===== src/rtl/gradient_pattern_cursor_overlay_defines.svh =====
// Assertion macros used by the gradient pattern cursor overlay back end.
`ifndef GRADIENT_PATTERN_CURSOR_OVERLAY_DEFINES_SVH
`define GRADIENT_PATTERN_CURSOR_OVERLAY_DEFINES_SVH

// Same-cycle implication, sampled on clk_i and disabled while rst_ni is low.
`define GPC_ASSERT_NOW(label, ante, cons, msg) \
  label: assert property (@(posedge clk_i) disable iff (!rst_ni) (ante) |-> (cons)) \
    else $error(msg);

// Next-cycle implication, sampled on clk_i and disabled while rst_ni is low.
`define GPC_ASSERT_NEXT(label, ante, cons, msg) \
  label: assert property (@(posedge clk_i) disable iff (!rst_ni) (ante) |=> (cons)) \
    else $error(msg);

`endif


===== src/rtl/gpc_pkg.sv =====
// Types, constants and register codes of the gradient pattern cursor overlay.
package gpc_pkg;

  localparam int unsigned COORD_W     = 12;
  localparam int unsigned COLOR_W     = 8;
  localparam int unsigned DELTA_W     = 16;
  localparam int unsigned DEVICE_W    = 4;
  localparam int unsigned AXIS_W      = 2;
  localparam int unsigned PROD_W      = COORD_W + COLOR_W;
  localparam int unsigned CURSOR_SIZE = 32;
  localparam int unsigned QUEUE_DEPTH = 2;

  localparam logic [COORD_W-1:0] WIDTH_RESET  = 12'd800;
  localparam logic [COORD_W-1:0] HEIGHT_RESET = 12'd600;
  localparam logic [COLOR_W-1:0] COLOR_MAX    = 8'd255;

  localparam logic [DEVICE_W-1:0] MOUSE_DEVICE = 4'd0;
  localparam logic [AXIS_W-1:0]   AXIS_X       = 2'd0;
  localparam logic [AXIS_W-1:0]   AXIS_Y       = 2'd1;

  typedef enum logic [0:0] {
    FUNC_MOTION = 1'b0,
    FUNC_PIXEL  = 1'b1
  } func_e;

  typedef enum logic [0:0] {
    REG_IMAGE_WIDTH  = 1'b0,
    REG_IMAGE_HEIGHT = 1'b1
  } cfg_reg_e;

  typedef enum logic [1:0] {
    OP_NOP    = 2'd0,
    OP_MOVE_X = 2'd1,
    OP_MOVE_Y = 2'd2,
    OP_PIXEL  = 2'd3
  } op_e;

  typedef struct packed {
    logic                      func;
    logic [DEVICE_W-1:0]       device;
    logic [AXIS_W-1:0]         axis;
    logic signed [DELTA_W-1:0] delta;
    logic [COORD_W-1:0]        pixel_x;
    logic [COORD_W-1:0]        pixel_y;
  } in_item_t;

  typedef struct packed {
    logic [COLOR_W-1:0] red;
    logic [COLOR_W-1:0] green;
    logic [COLOR_W-1:0] blue;
    logic               in_cursor;
    logic               outside;
    logic [COORD_W-1:0] cursor_col;
    logic [COORD_W-1:0] cursor_row;
  } out_item_t;

  // Classified command handed from the front end to the back end.
  typedef struct packed {
    op_e                       op;
    logic signed [DELTA_W-1:0] delta;
    logic [COORD_W-1:0]        pixel_x;
    logic [COORD_W-1:0]        pixel_y;
  } cmd_t;

endpackage


===== src/rtl/gpc_if.sv =====
// Valid/ready stream interfaces for the input and result channels.
interface gpc_in_if;
  import gpc_pkg::*;
  logic     valid;
  logic     ready;
  in_item_t payload;

  modport source (output valid, output payload, input ready);
  modport sink   (input valid, input payload, output ready);
endinterface

interface gpc_out_if;
  import gpc_pkg::*;
  logic      valid;
  logic      ready;
  out_item_t payload;

  modport source (output valid, output payload, input ready);
  modport sink   (input valid, input payload, output ready);
endinterface


===== src/rtl/gpc_front.sv =====
// Front end: accepts input items and classifies them into commands.
module gpc_front (
  gpc_in_if.sink      in_s,
  output logic        push_valid_o,
  input  logic        push_ready_i,
  output gpc_pkg::cmd_t push_cmd_o
);
  import gpc_pkg::*;

  always_comb begin
    push_cmd_o.delta   = in_s.payload.delta;
    push_cmd_o.pixel_x = in_s.payload.pixel_x;
    push_cmd_o.pixel_y = in_s.payload.pixel_y;
    push_cmd_o.op      = OP_NOP;
    if (func_e'(in_s.payload.func) == FUNC_PIXEL) begin
      push_cmd_o.op = OP_PIXEL;
    end else if (in_s.payload.device == MOUSE_DEVICE) begin
      if (in_s.payload.axis == AXIS_X) begin
        push_cmd_o.op = OP_MOVE_X;
      end else if (in_s.payload.axis == AXIS_Y) begin
        push_cmd_o.op = OP_MOVE_Y;
      end
    end
  end

  assign push_valid_o = in_s.valid;
  assign in_s.ready   = push_ready_i;

endmodule


===== src/rtl/gpc_queue.sv =====
// Short command queue between the front end and the back end.
module gpc_queue (
  input  logic          clk_i,
  input  logic          rst_ni,
  input  logic          push_valid_i,
  output logic          push_ready_o,
  input  gpc_pkg::cmd_t push_cmd_i,
  output logic          pop_valid_o,
  input  logic          pop_ready_i,
  output gpc_pkg::cmd_t pop_cmd_o
);
  import gpc_pkg::*;

  localparam int unsigned PTR_W = $clog2(QUEUE_DEPTH);
  localparam int unsigned CNT_W = $clog2(QUEUE_DEPTH + 1);

  cmd_t             entry_q [QUEUE_DEPTH];
  logic [PTR_W-1:0] wr_ptr_q, wr_ptr_d;
  logic [PTR_W-1:0] rd_ptr_q, rd_ptr_d;
  logic [CNT_W-1:0] count_q, count_d;
  logic             push, pop;

  assign push_ready_o = (count_q != CNT_W'(QUEUE_DEPTH));
  assign pop_valid_o  = (count_q != '0);
  assign push         = push_valid_i && push_ready_o;
  assign pop          = pop_valid_o && pop_ready_i;
  assign pop_cmd_o    = entry_q[rd_ptr_q];

  always_comb begin
    wr_ptr_d = wr_ptr_q;
    rd_ptr_d = rd_ptr_q;
    count_d  = count_q;
    if (push) begin
      wr_ptr_d = (wr_ptr_q == PTR_W'(QUEUE_DEPTH - 1)) ? '0 : wr_ptr_q + 1'b1;
    end
    if (pop) begin
      rd_ptr_d = (rd_ptr_q == PTR_W'(QUEUE_DEPTH - 1)) ? '0 : rd_ptr_q + 1'b1;
    end
    if (push && !pop) begin
      count_d = count_q + 1'b1;
    end else if (pop && !push) begin
      count_d = count_q - 1'b1;
    end
  end

  always_ff @(posedge clk_i or negedge rst_ni) begin
    if (!rst_ni) begin
      wr_ptr_q <= '0;
      rd_ptr_q <= '0;
      count_q  <= '0;
    end else begin
      wr_ptr_q <= wr_ptr_d;
      rd_ptr_q <= rd_ptr_d;
      count_q  <= count_d;
    end
  end

  always_ff @(posedge clk_i) begin
    if (push) begin
      entry_q[wr_ptr_q] <= push_cmd_i;
    end
  end

endmodule


===== src/rtl/gpc_div.sv =====
// Serial restoring divider producing one quotient bit per cycle.
module gpc_div (
  input  logic                          clk_i,
  input  logic                          rst_ni,
  input  logic                          start_i,
  input  logic [gpc_pkg::PROD_W-1:0]    dividend_i,
  input  logic [gpc_pkg::COORD_W-1:0]   divisor_i,
  output logic                          busy_o,
  output logic [gpc_pkg::COLOR_W-1:0]   quot_o
);
  import gpc_pkg::*;

  localparam int unsigned STEP_W = $clog2(COLOR_W);

  // The dividend is below 256 times the divisor, so the upper bits start
  // as a valid partial remainder and the quotient fits in COLOR_W bits.
  logic [COORD_W-1:0] rem_q, rem_d;
  logic [COLOR_W-1:0] shift_q, shift_d;
  logic [COORD_W-1:0] divisor_q;
  logic [STEP_W-1:0]  step_q, step_d;
  logic               busy_q, busy_d;
  logic [COORD_W:0]   trial;
  logic               fits;

  assign trial = {rem_q, shift_q[COLOR_W-1]};
  assign fits  = (trial >= {1'b0, divisor_q});

  always_comb begin
    rem_d   = rem_q;
    shift_d = shift_q;
    step_d  = step_q;
    busy_d  = busy_q;
    if (start_i) begin
      rem_d   = dividend_i[PROD_W-1:COLOR_W];
      shift_d = dividend_i[COLOR_W-1:0];
      step_d  = '0;
      busy_d  = 1'b1;
    end else if (busy_q) begin
      rem_d   = fits ? COORD_W'(trial - {1'b0, divisor_q}) : trial[COORD_W-1:0];
      shift_d = {shift_q[COLOR_W-2:0], fits};
      step_d  = step_q + 1'b1;
      if (step_q == STEP_W'(COLOR_W - 1)) begin
        busy_d = 1'b0;
      end
    end
  end

  always_ff @(posedge clk_i or negedge rst_ni) begin
    if (!rst_ni) begin
      busy_q <= 1'b0;
      step_q <= '0;
    end else begin
      busy_q <= busy_d;
      step_q <= step_d;
    end
  end

  always_ff @(posedge clk_i) begin
    rem_q   <= rem_d;
    shift_q <= shift_d;
    if (start_i) begin
      divisor_q <= divisor_i;
    end
  end

  assign busy_o = busy_q;
  assign quot_o = shift_q;

endmodule


===== src/rtl/gpc_back.sv =====
// Back end: applies cursor motion, shades pixels and holds the result register.
`include "gradient_pattern_cursor_overlay_defines.svh"

module gpc_back (
  input  logic                        clk_i,
  input  logic                        rst_ni,
  input  logic                        cmd_valid_i,
  output logic                        cmd_ready_o,
  input  gpc_pkg::cmd_t               cmd_i,
  input  logic [gpc_pkg::COORD_W-1:0] image_width_i,
  input  logic [gpc_pkg::COORD_W-1:0] image_height_i,
  gpc_out_if.source                   out_s
);
  import gpc_pkg::*;

  typedef enum logic [1:0] {
    ST_IDLE = 2'b01,
    ST_DIV  = 2'b10
  } state_e;

  // Adds a signed delta and clamps to zero and to size minus the cursor size.
  function automatic logic [COORD_W-1:0] clamp_coord(
    logic [COORD_W-1:0]        cur,
    logic signed [DELTA_W-1:0] d,
    logic [COORD_W-1:0]        size
  );
    logic signed [COORD_W:0]   lim;
    logic signed [DELTA_W+1:0] sum;
    logic signed [DELTA_W+1:0] lim_ext;
    logic [COORD_W-1:0]        res;
    lim = $signed({1'b0, size}) - $signed((COORD_W + 1)'(CURSOR_SIZE));
    if (lim < 0) begin
      lim = '0;
    end
    sum     = $signed({{(DELTA_W + 2 - COORD_W){1'b0}}, cur})
            + $signed({{2{d[DELTA_W-1]}}, d});
    lim_ext = $signed({{(DELTA_W + 1 - COORD_W){lim[COORD_W]}}, lim});
    if (sum < 0) begin
      res = '0;
    end else if (sum >= lim_ext) begin
      res = lim[COORD_W-1:0];
    end else begin
      res = sum[COORD_W-1:0];
    end
    return res;
  endfunction

  state_e             state_q, state_d;
  logic [COORD_W-1:0] left_q, left_d;
  logic [COORD_W-1:0] top_q, top_d;
  logic               out_valid_q, out_valid_d;
  out_item_t          out_q, out_d;
  logic               out_free;
  logic               pop;
  logic               div_start;
  logic               busy_r, busy_g;
  logic [COLOR_W-1:0] quot_r, quot_g;
  logic [PROD_W-1:0]  prod_x, prod_y;
  logic               outside, hit;

  assign out_free    = !out_valid_q || out_s.ready;
  assign cmd_ready_o = (state_q == ST_IDLE) && out_free;
  assign pop         = cmd_valid_i && cmd_ready_o;

  // Multiply by 255 as a shift and a subtract.
  assign prod_x = {cmd_i.pixel_x, {COLOR_W{1'b0}}} - PROD_W'(cmd_i.pixel_x);
  assign prod_y = {cmd_i.pixel_y, {COLOR_W{1'b0}}} - PROD_W'(cmd_i.pixel_y);

  assign outside = (cmd_i.pixel_x >= image_width_i) || (cmd_i.pixel_y >= image_height_i);
  assign hit = ({1'b0, cmd_i.pixel_x} >= {1'b0, left_q})
            && ({1'b0, cmd_i.pixel_x} < ({1'b0, left_q} + (COORD_W + 1)'(CURSOR_SIZE)))
            && ({1'b0, cmd_i.pixel_y} >= {1'b0, top_q})
            && ({1'b0, cmd_i.pixel_y} < ({1'b0, top_q} + (COORD_W + 1)'(CURSOR_SIZE)));

  always_comb begin
    state_d     = state_q;
    left_d      = left_q;
    top_d       = top_q;
    out_d       = out_q;
    div_start   = 1'b0;
    out_valid_d = out_valid_q && !out_s.ready;

    case (state_q)
      ST_IDLE: begin
        if (pop) begin
          out_d.red       = '0;
          out_d.green     = '0;
          out_d.blue      = '0;
          out_d.in_cursor = 1'b0;
          out_d.outside   = 1'b0;
          out_valid_d     = 1'b1;
          case (cmd_i.op)
            OP_MOVE_X: left_d = clamp_coord(left_q, cmd_i.delta, image_width_i);
            OP_MOVE_Y: top_d  = clamp_coord(top_q, cmd_i.delta, image_height_i);
            OP_PIXEL: begin
              if (outside) begin
                out_d.outside = 1'b1;
              end else if (hit) begin
                out_d.red       = COLOR_MAX;
                out_d.green     = COLOR_MAX;
                out_d.blue      = COLOR_MAX;
                out_d.in_cursor = 1'b1;
              end else begin
                div_start   = 1'b1;
                out_d       = out_q;
                out_valid_d = out_valid_q && !out_s.ready;
                state_d     = ST_DIV;
              end
            end
            default: ;
          endcase
          out_d.cursor_col = left_d;
          out_d.cursor_row = top_d;
        end
      end
      ST_DIV: begin
        if (!busy_r && !busy_g && out_free) begin
          out_d.red        = quot_r;
          out_d.green      = quot_g;
          out_d.blue       = COLOR_MAX - quot_r;
          out_d.in_cursor  = 1'b0;
          out_d.outside    = 1'b0;
          out_d.cursor_col = left_q;
          out_d.cursor_row = top_q;
          out_valid_d      = 1'b1;
          state_d          = ST_IDLE;
        end
      end
      default: state_d = ST_IDLE;
    endcase
  end

  gpc_div u_div_red (
    .clk_i      (clk_i),
    .rst_ni     (rst_ni),
    .start_i    (div_start),
    .dividend_i (prod_x),
    .divisor_i  (image_width_i),
    .busy_o     (busy_r),
    .quot_o     (quot_r)
  );

  gpc_div u_div_green (
    .clk_i      (clk_i),
    .rst_ni     (rst_ni),
    .start_i    (div_start),
    .dividend_i (prod_y),
    .divisor_i  (image_height_i),
    .busy_o     (busy_g),
    .quot_o     (quot_g)
  );

  always_ff @(posedge clk_i or negedge rst_ni) begin
    if (!rst_ni) begin
      state_q     <= ST_IDLE;
      left_q      <= '0;
      top_q       <= '0;
      out_valid_q <= 1'b0;
    end else begin
      state_q     <= state_d;
      left_q      <= left_d;
      top_q       <= top_d;
      out_valid_q <= out_valid_d;
    end
  end

  always_ff @(posedge clk_i) begin
    out_q <= out_d;
  end

  assign out_s.valid   = out_valid_q;
  assign out_s.payload = out_q;

  `GPC_ASSERT_NOW(a_no_pop_while_dividing, state_q == ST_DIV, !pop,
    "command taken while the dividers are running")
  `GPC_ASSERT_NEXT(a_div_starts, div_start, busy_r && busy_g && state_q == ST_DIV,
    "dividers did not start together")
  `GPC_ASSERT_NOW(a_cursor_white, out_valid_q && out_q.in_cursor,
    out_q.red == COLOR_MAX && out_q.green == COLOR_MAX && out_q.blue == COLOR_MAX
    && !out_q.outside, "cursor pixel is not white")
  `GPC_ASSERT_NOW(a_outside_black, out_valid_q && out_q.outside,
    out_q.red == '0 && out_q.green == '0 && out_q.blue == '0 && !out_q.in_cursor,
    "pixel outside the image is not black")

endmodule


===== src/rtl/gradient_pattern_cursor_overlay.sv =====
// Gradient test pattern generator with a movable cursor square.
//
//   channel   direction  handshake      payload
//   in_s      sink       valid/ready    func, device, axis, delta, pixel_x, pixel_y
//   out_s     source     valid/ready    red, green, blue, in_cursor, outside, cursor
//   cfg       write      cfg_we_i       cfg_idx_i, cfg_wdata_i
//
// Motion events, pixels outside the image and pixels inside the cursor finish
// in the idle state. A gradient pixel starts the serial dividers (one quotient
// bit per cycle) and loads the result when both are done and the result register
// is free. A two-entry command queue accepts input while the back end is busy,
// until it is full. The result register holds its transfer until out_s.ready;
// reset puts the cursor in the top left corner and the image at 800 by 600.
module gradient_pattern_cursor_overlay (
  input  logic                        clk_i,
  input  logic                        rst_ni,
  gpc_in_if.sink                      in_s,
  gpc_out_if.source                   out_s,
  input  logic                        cfg_we_i,
  input  logic [0:0]                  cfg_idx_i,
  input  logic [gpc_pkg::COORD_W-1:0] cfg_wdata_i
);
  import gpc_pkg::*;

  logic [COORD_W-1:0] width_q, height_q;
  logic               push_valid, push_ready;
  cmd_t               push_cmd;
  logic               pop_valid, pop_ready;
  cmd_t               pop_cmd;

  always_ff @(posedge clk_i or negedge rst_ni) begin
    if (!rst_ni) begin
      width_q  <= WIDTH_RESET;
      height_q <= HEIGHT_RESET;
    end else if (cfg_we_i) begin
      case (cfg_reg_e'(cfg_idx_i))
        REG_IMAGE_WIDTH:  width_q  <= cfg_wdata_i;
        REG_IMAGE_HEIGHT: height_q <= cfg_wdata_i;
        default: ;
      endcase
    end
  end

  gpc_front u_front (
    .in_s         (in_s),
    .push_valid_o (push_valid),
    .push_ready_i (push_ready),
    .push_cmd_o   (push_cmd)
  );

  gpc_queue u_queue (
    .clk_i        (clk_i),
    .rst_ni       (rst_ni),
    .push_valid_i (push_valid),
    .push_ready_o (push_ready),
    .push_cmd_i   (push_cmd),
    .pop_valid_o  (pop_valid),
    .pop_ready_i  (pop_ready),
    .pop_cmd_o    (pop_cmd)
  );

  gpc_back u_back (
    .clk_i          (clk_i),
    .rst_ni         (rst_ni),
    .cmd_valid_i    (pop_valid),
    .cmd_ready_o    (pop_ready),
    .cmd_i          (pop_cmd),
    .image_width_i  (width_q),
    .image_height_i (height_q),
    .out_s          (out_s)
  );

endmodule


===== src/flat_wrapper.sv =====
// flat-port wrapper written by rule: the top's interface ports become plain ports
module gradient_pattern_cursor_overlay_flat import gpc_pkg::*;
  (clk_i, rst_ni, cfg_we_i, cfg_idx_i, cfg_wdata_i, in_s_valid, in_s_payload, in_s_ready, out_s_valid, out_s_payload, out_s_ready);
  gpc_in_if in_s_i ();
  gpc_out_if out_s_i ();
  input  logic clk_i;
  input  logic rst_ni;
  input  logic cfg_we_i;
  input  logic [0:0] cfg_idx_i;
  input  logic [gpc_pkg::COORD_W-1:0] cfg_wdata_i;
  input wire logic [$bits(in_s_i.valid)-1:0] in_s_valid;
  input wire logic [$bits(in_s_i.payload)-1:0] in_s_payload;
  output wire logic [$bits(in_s_i.ready)-1:0] in_s_ready;
  output wire logic [$bits(out_s_i.valid)-1:0] out_s_valid;
  output wire logic [$bits(out_s_i.payload)-1:0] out_s_payload;
  input wire logic [$bits(out_s_i.ready)-1:0] out_s_ready;
  assign in_s_i.valid = in_s_valid;
  assign in_s_i.payload = in_s_payload;
  assign in_s_ready = in_s_i.ready;
  assign out_s_valid = out_s_i.valid;
  assign out_s_payload = out_s_i.payload;
  assign out_s_i.ready = out_s_ready;
  gradient_pattern_cursor_overlay u_core (.clk_i(clk_i), .rst_ni(rst_ni), .in_s(in_s_i), .out_s(out_s_i), .cfg_we_i(cfg_we_i), .cfg_idx_i(cfg_idx_i), .cfg_wdata_i(cfg_wdata_i));
endmodule

===== config.mk =====
export PLATFORM = sky130hd
export DESIGN_NAME = gradient_pattern_cursor_overlay_flat
export DESIGN_NICKNAME = d
export VERILOG_FILES = /design/src/rtl/gpc_pkg.sv /design/src/rtl/gpc_if.sv /design/src/rtl/gpc_front.sv /design/src/rtl/gpc_queue.sv /design/src/rtl/gpc_div.sv /design/src/rtl/gpc_back.sv /design/src/rtl/gradient_pattern_cursor_overlay.sv /design/src/flat_wrapper.sv
export VERILOG_INCLUDE_DIRS = /design/src /design/src/rtl
export SDC_FILE = /design/constraint.sdc
export NUM_CORES = 1
export LEC_CHECK = 0
export BUFFER_PORTS_ARGS = -buffer_cell sky130_fd_sc_hd__buf_2
export CELL_PAD_IN_SITES_DETAIL_PLACEMENT = 1
export CELL_PAD_IN_SITES_GLOBAL_PLACEMENT = 1
export CORE_UTILIZATION = 30
export DETAILED_ROUTE_END_ITERATION = 10
export PLACE_DENSITY = 0.54
export SYNTH_ARGS = -nofsm -noshare
export SYNTH_HDL_FRONTEND = slang
export SYNTH_HIERARCHICAL = 1
export SYNTH_SLANG_ARGS = --single-unit

===== constraint.sdc =====
create_clock -name clk_i -period 12.1 [get_ports clk_i]
set_clock_uncertainty 0.05 [all_clocks]
set_input_delay 1.815 -clock clk_i [delete_from_list [all_inputs] [get_ports clk_i]]
set_output_delay 1.815 -clock clk_i [all_outputs]
set_load 0.03 [all_outputs]

==> results.json, run 1 <==
{
  "required_ns": 12.33,
  "syn-instance-count": 1587,
  "drc": 0,
  "seq_area_frac_synth_pct": 43.97,
  "crit_path_end_kind": "flop",
  "clkTransAtPathRegs_ns": 0.06,
  "clock_latency_ns": 0.54,
  "final_common_cell": "edfxtp_1",
  "grtUsageTotal_pct": 17.73,
  "clock.fmax_mhz": 168.7,
  "syn_area_um2": 17130,
  "setup_tns_ns": 0,
  "synth_top_cell_area_share_pct": 34.71,
  "setup.worst_path.start_class": "flop",
  "setup_viol": 0,
  "die_h_um": 241.0,
  "final_cell_mix": "edfxtp_1 (198), ha_1 (155), nand2_1 (131), inv_1 (129), buf_2 (116)",
  "drive_above_1_share_pct": 16.58,
  "ys_seq_elements": 261,
  "synth-async-reset-ratio_pct": 24.14,
  "tightest_slew_ns": 1.102,
  "hold_violations": 0,
  "synthTopCellsByArea": "edfxtp_1 (35%), ha_1 (11%), dfrtp_1 (8.0%)",
  "path_max_fanout": 43,
  "cts_htree_levels": 2,
  "hpwl_um": 39240,
  "cts_buffers": 34,
  "cts.repair.resized": 0,
  "fin_nets": 1888,
  "ys_dominant_reg_cell": "edfxtp_1",
  "grt_pass1_wl_um": 77540,
  "pin_count": 117,
  "rsz0062_at_grt": "false",
  "outcome": "finished, final reports clean",
  "first_iter_violations": 564,
  "period_needed_ns": 5.929,
  "cp_data_arrival_time_ns": 6.15,
  "wire_per_inst_um": 20.83,
  "overflow": 0,
  "gp_congestion": 0.8422,
  "grt_pass1_vias": 12970,
  "cts_hold_buf": 0,
  "core_area_um2": 56390,
  "die_x_um": 241.0,
  "synth_edf_count": 198,
  "dr.pass1.iters": 4,
  "ys_types": 82,
  "vias_per_cell": 4.994,
  "grt_max_degree": 63,
  "die_area_um2": 58060,
  "slew_violations": 0,
  "num_rows": 87,
  "finalCritPeriodShare_pct": 49.00,
  "p_total_mw": 5.848,
  "io_buffers": 116,
  "n_antenna_cell": 0,
  "slew_headroom_pct": 25.83,
  "clockBufferDepth": 3,
  "p_leak_nw": 8.027,
  "initial_utilization_pct": 30.38,
  "antenna_found_initial": 0,
  "cts_num_sinks": 261,
  "wirelength_um": 50920,
  "p_per_area_nw_per_um2": 303.9,
  "cts_root_buf": "clkbuf_16",
  "syn_nets": 1811,
  "syn_avg_cell_area_um2": 10.79,
  "worst_ir_drop_vdd_mv": 0.1259,
  "ant_nets": 0,
  "ys_warn_count": 6,
  "drv_cap": 0,
  "post-cts-setup-buffer-count": 0,
  "cts_tree": "done",
  "worstSetupPathType": "reg2reg",
  "hold_class": "reg2reg",
  "area_growth_pct": 12.34,
  "vias": 12210,
  "yosys.area.top_type": "edfxtp_1"
}
==> worst max-delay path, stage by stage, from the launching register on <==
cell and delay, ns:
dfrtp_2 0.34, buf_4 0.62, mux2_4 0.37, ha_1 0.24, fa_1 0.44, a211oi_1 0.29, nor2_1 0.11, o21a_1 0.19
nor2_1 0.12, xnor2_1 0.17, ha_1 0.30, a2111oi_0 0.47, a211o_1 0.20, a31oi_1 0.12, a2111oi_4 0.88, mux2_2 0.43
a22o_1 0.21
==> final timing paths <==
path                                    startpoint                              endpoint  slack (ns)  depth (start not counted)
max reg2reg                u_core/u_queue/rd_ptr_q       u_core/u_back/out_s.payload[14]        6.17                         16
max in group asynchronous                   rst_ni               u_core/u_queue/rd_ptr_q        9.80                          2
min in group asynchronous                   rst_ni             u_core/u_back/out_s.valid        1.02                          1
min reg2reg                      u_core/width_q[2]  u_core/u_back/u_div_red/divisor_q[2]        0.45                          0
min                              u_core/width_q[2]  u_core/u_back/u_div_red/divisor_q[2]        0.45                          0
max                        u_core/u_queue/rd_ptr_q       u_core/u_back/out_s.payload[14]        6.17                         16
==> area by class of cell <==
class	instances	area [µm²]
Timing Repair Buffer	126	655.6
Clock buffer	46	969.7
Clock inverter	15	116.4
Multi-Input combinational cell	1110	8532
Tap cell	756	945.9
Fill cell	6388	37140
Sequential cell	261	7533
Inverter	131	491.7
==> synth_stat cells, drive strengths merged, types with 19 or more instances <==
| library cell | instances |
|---|---|
| edfxtp | 198 |
| ha | 155 |
| nand2 | 132 |
| inv | 131 |
| nor2 | 89 |
| o21ai | 88 |
| mux2 | 85 |
| a21oi | 72 |
| xnor2 | 63 |
| buf | 58 |
| dfrtp | 55 |
| nand3 | 31 |
| mux2i | 30 |
| a21o | 28 |
| nor3 | 28 |
| clkbuf | 27 |
| xor2 | 26 |
| and2 | 19 |
==> stage by stage <==
stage	setup WS [ns]	hold WS [ns]	cells	utilization (%)	instance area, µm²
2_1_floorplan	5.448	0.3927	1587	-	17130
3_3_place_gp	6.316	0.4266	2384	32.20	18160
3_5_place_dp	6.262	0.4338	2384	32.20	18160
4_1_cts	6.225	0.4474	2445	34.13	19240
5_1_grt	5.789	0.4661	2445	34.13	19240
6_report	6.171	0.4473	2445	34.13	19240
==> flip-flops by register name, indices dropped and copies added (netlist names), 12 cells and up <==
register                             cells
u_core/u_queue/entry_q                  84
u_core/u_back/out_s.payload             50
u_core/height_q                         12
u_core/u_back/left_q                    12
u_core/u_back/top_q                     12
u_core/u_back/u_div_green/divisor_q     12
u_core/u_back/u_div_green/rem_q         12
u_core/u_back/u_div_red/divisor_q       12
u_core/u_back/u_div_red/rem_q           12
u_core/width_q                          12
==> cell families after synthesis <==
kind of cell | count (synthesis) | share of synthesized area [%]
muxes | 115 | 8.414
xor gates and xnor gates | 89 | 4.550
AOI/OAI and AO/OA | 343 | 13.56
buffers and inverters | 216 | 6.332
DFF | 261 | 43.97
and+or+nand+nor | 404 | 11.39
adders and majority gates | 159 | 11.79
==> power breakdown <==
| group | internal [mW] | switching, mW |
|---|---|---|
| Clock | 0.587 | 0.394 |
| Sequential | 1.42 | 0.228 |
| Combinational | 1.24 | 1.98 |
==> metal layers <==
layer | global-route usage (%) | vias to the layer above | share of wire (%)
li1 | - | 5928 | -
met1 | 24.33 | 6013 | 48
met2 | 29.04 | 208 | 46
met3 | 2.356 | 62 | 3.4
met4 | 5.025 | 0 | 2.2
met5 | 0 | - | 0
No activity file was read; power rests on OpenSTA's default activity.
==> inputs of run 2 (changes only) <==
==> constraint.sdc (replaced) <==
create_clock -name clk_i -period 5.6 [get_ports clk_i]
set_clock_uncertainty 0.05 [all_clocks]
set_input_delay 0.84 -clock clk_i [delete_from_list [all_inputs] [get_ports clk_i]]
set_output_delay 0.84 -clock clk_i [all_outputs]
set_load 0.03 [all_outputs]
==> run 2 against run 1 <==
Sequential power grew 120%. Register-to-register slack lost 5.6 ns. Cell count grew 0.29%. Power grew 110%. Worst setup slack lost 5.6 ns. Routed wire length grew 1.3%. Maximum frequency grew 17%. Sequential share of layout area grew 0.076 points.
==> results.json, run 2 (synthesis gave the netlist of run 1 again) <==
{
  "outcome": "finished, final reports clean",
  "cts_num_sinks": 261,
  "cts_root_buf": "clkbuf_16",
  "vias_per_cell": 5.026,
  "rsz0062_at_grt": "false",
  "wire_per_inst_um": 21.03,
  "hpwl_um": 39950,
  "post-cts-setup-buffer-count": 0,
  "cts_buffers": 31,
  "die_h_um": 241.0,
  "largest_register_ffs": 84,
  "final_common_cell": "edfxtp_1",
  "die_x_um": 241.0,
  "slew_headroom_pct": 39.77,
  "seqCellArea_um2": 7533,
  "top_register": "u_core/u_queue/entry_q",
  "drv_cap": 0,
  "grt_pass1_vias": 13020,
  "overflow": 0,
  "setup.worst_path.start_class": "flop",
  "dr.pass1.iters": 7,
  "path_max_fanout": 12,
  "num_rows": 87,
  "worstSetupPathType": "reg2reg",
  "required_ns": 5.88,
  "worst_ir_drop_vdd_mv": 0.2983,
  "tightest_slew_ns": 0.9035,
  "clkTransAtPathRegs_ns": 0.06,
  "ant_nets": 0,
  "drc": 0,
  "area_growth_pct": 12.12,
  "grtUsageTotal_pct": 17.79,
  "critPathSlowestCell": "dfrtp_2",
  "finalCritPeriodShare_pct": 90.28,
  "clock_latency_ns": 0.58,
  "die_area_um2": 58060,
  "final_cell_mix": "edfxtp_1 (198), ha_1 (155), nand2_1 (131), inv_1 (129), buf_2 (116)",
  "slew_violations": 0,
  "wirelength_um": 51570,
  "cts_hold_buf": 0,
  "vias": 12320,
  "hold_class": "in2async",
  "crit_path_end_kind": "flop",
  "cts_htree_levels": 1,
  "cts_tree": "done",
  "antenna_found_initial": 1,
  "clock.fmax_mhz": 197.8,
  "p_total_mw": 12.49,
  "cp_data_arrival_time_ns": 5.34,
  "slowest_delay_ns": 0.48,
  "multi_input_area_um2": 8541,
  "p_leak_nw": 8.016,
  "core_area_um2": 56390,
  "io_buffers": 116,
  "drive_above_1_share_pct": 16.63,
  "grt_max_degree": 43,
  "grt_pass1_wl_um": 78320,
  "final_cells": 2452,
  "clockBufferDepth": 3,
  "gp_congestion": 0.8459,
  "p_per_area_nw_per_um2": 650.2,
  "hold_violations": 0,
  "crit_top_cell": "ha_1",
  "finalWorstSetupSlack_ns": 0.5444,
  "fin_nets": 1895,
  "setup_viol": 0,
  "period_needed_ns": 5.056,
  "first_iter_violations": 709,
  "n_antenna_cell": 0,
  "cp_cell_sequence": "mux2_4, ha_1, fa_1, a211oi_1, o21ai_1, a41o_1, xnor2_1, inv_1, ha_1, a21oi_1, o21ai_0, a22oi_1, nand3_1, a311o_1, a221oi_2, buf_4, mux2_2, a22o_1",
  "fillCellCount": 6369,
  "placed_cells": 2394,
  "cts.repair.resized": 0,
  "pin_count": 117,
  "post-route-util_pct": 34.06,
  "setup_tns_ns": 0,
  "initial_utilization_pct": 30.38,
  "preCtsSetupSlack_ns": 0.5770
}
run 2: worst max-delay path: cells and delay by family, from the launching register on:
family / cells / cell delay (ns)
mux: 2 / 0.72
simple gates: 1 / 0.10
compound gates: 9 / 1.91
xor+xnor: 1 / 0.20
fa+ha+maj: 3 / 0.98
flops: 1 / 0.48
buf+inv: 2 / 0.35
run 2: area by class of cell:
class	instances	share of cell area, %
multi-input cells	1110	44.47
inverters	131	2.560
well taps	756	4.925
clock buffers	48	4.527
flip-flops and latches	261	39.22
clock inverters	10	0.4299
repair buffers	136	3.869
run 2: metrics by stage:
| stage | instance area, µm² | hold slack, ns |
|---|---|---|
| final | 19210 | 0.2627 |
| after global routing | 19210 | 0.2907 |
| after CTS | 19210 | 0.2567 |
| after detailed placement | 18260 | 0.4293 |
| after global placement | 18260 | 0.4271 |
| after floorplan | 17140 | 0.3927 |
run 2: routing by layer:
layer	vias to the layer above	global-route usage, %	share of wire (%)
met5	-	0	0
met4	0	4.277	2.4
met1	6112	24.63	49
met3	63	2.390	3.5
met2	212	29.21	45
li1	5936	-	-
run 2: final timing paths:
path	start	to	slack [ns]	cells past startpoint
max reg2reg	u_core/u_queue/rd_ptr_q	u_core/u_back/out_s.payload[2]	0.54	18
min reg2reg	u_core/u_queue/count_q[1]	u_core/u_queue/count_q[1]	0.44	1
min	rst_ni	u_core/height_q[2]	0.26	1
max in group asynchronous	rst_ni	u_core/u_queue/rd_ptr_q	4.17	2
min in group clk_i	in_s_payload[14]	u_core/u_queue/entry_q[1][14]	0.40	1
max	u_core/u_queue/rd_ptr_q	u_core/u_back/out_s.payload[2]	0.54	18
run 2: power breakdown:
| group | internal, mW | switching, mW |
|---|---|---|
| logic | 2.71 | 4.28 |
| registers | 3.07 | 0.503 |
| clock network | 1.11 | 0.817 |
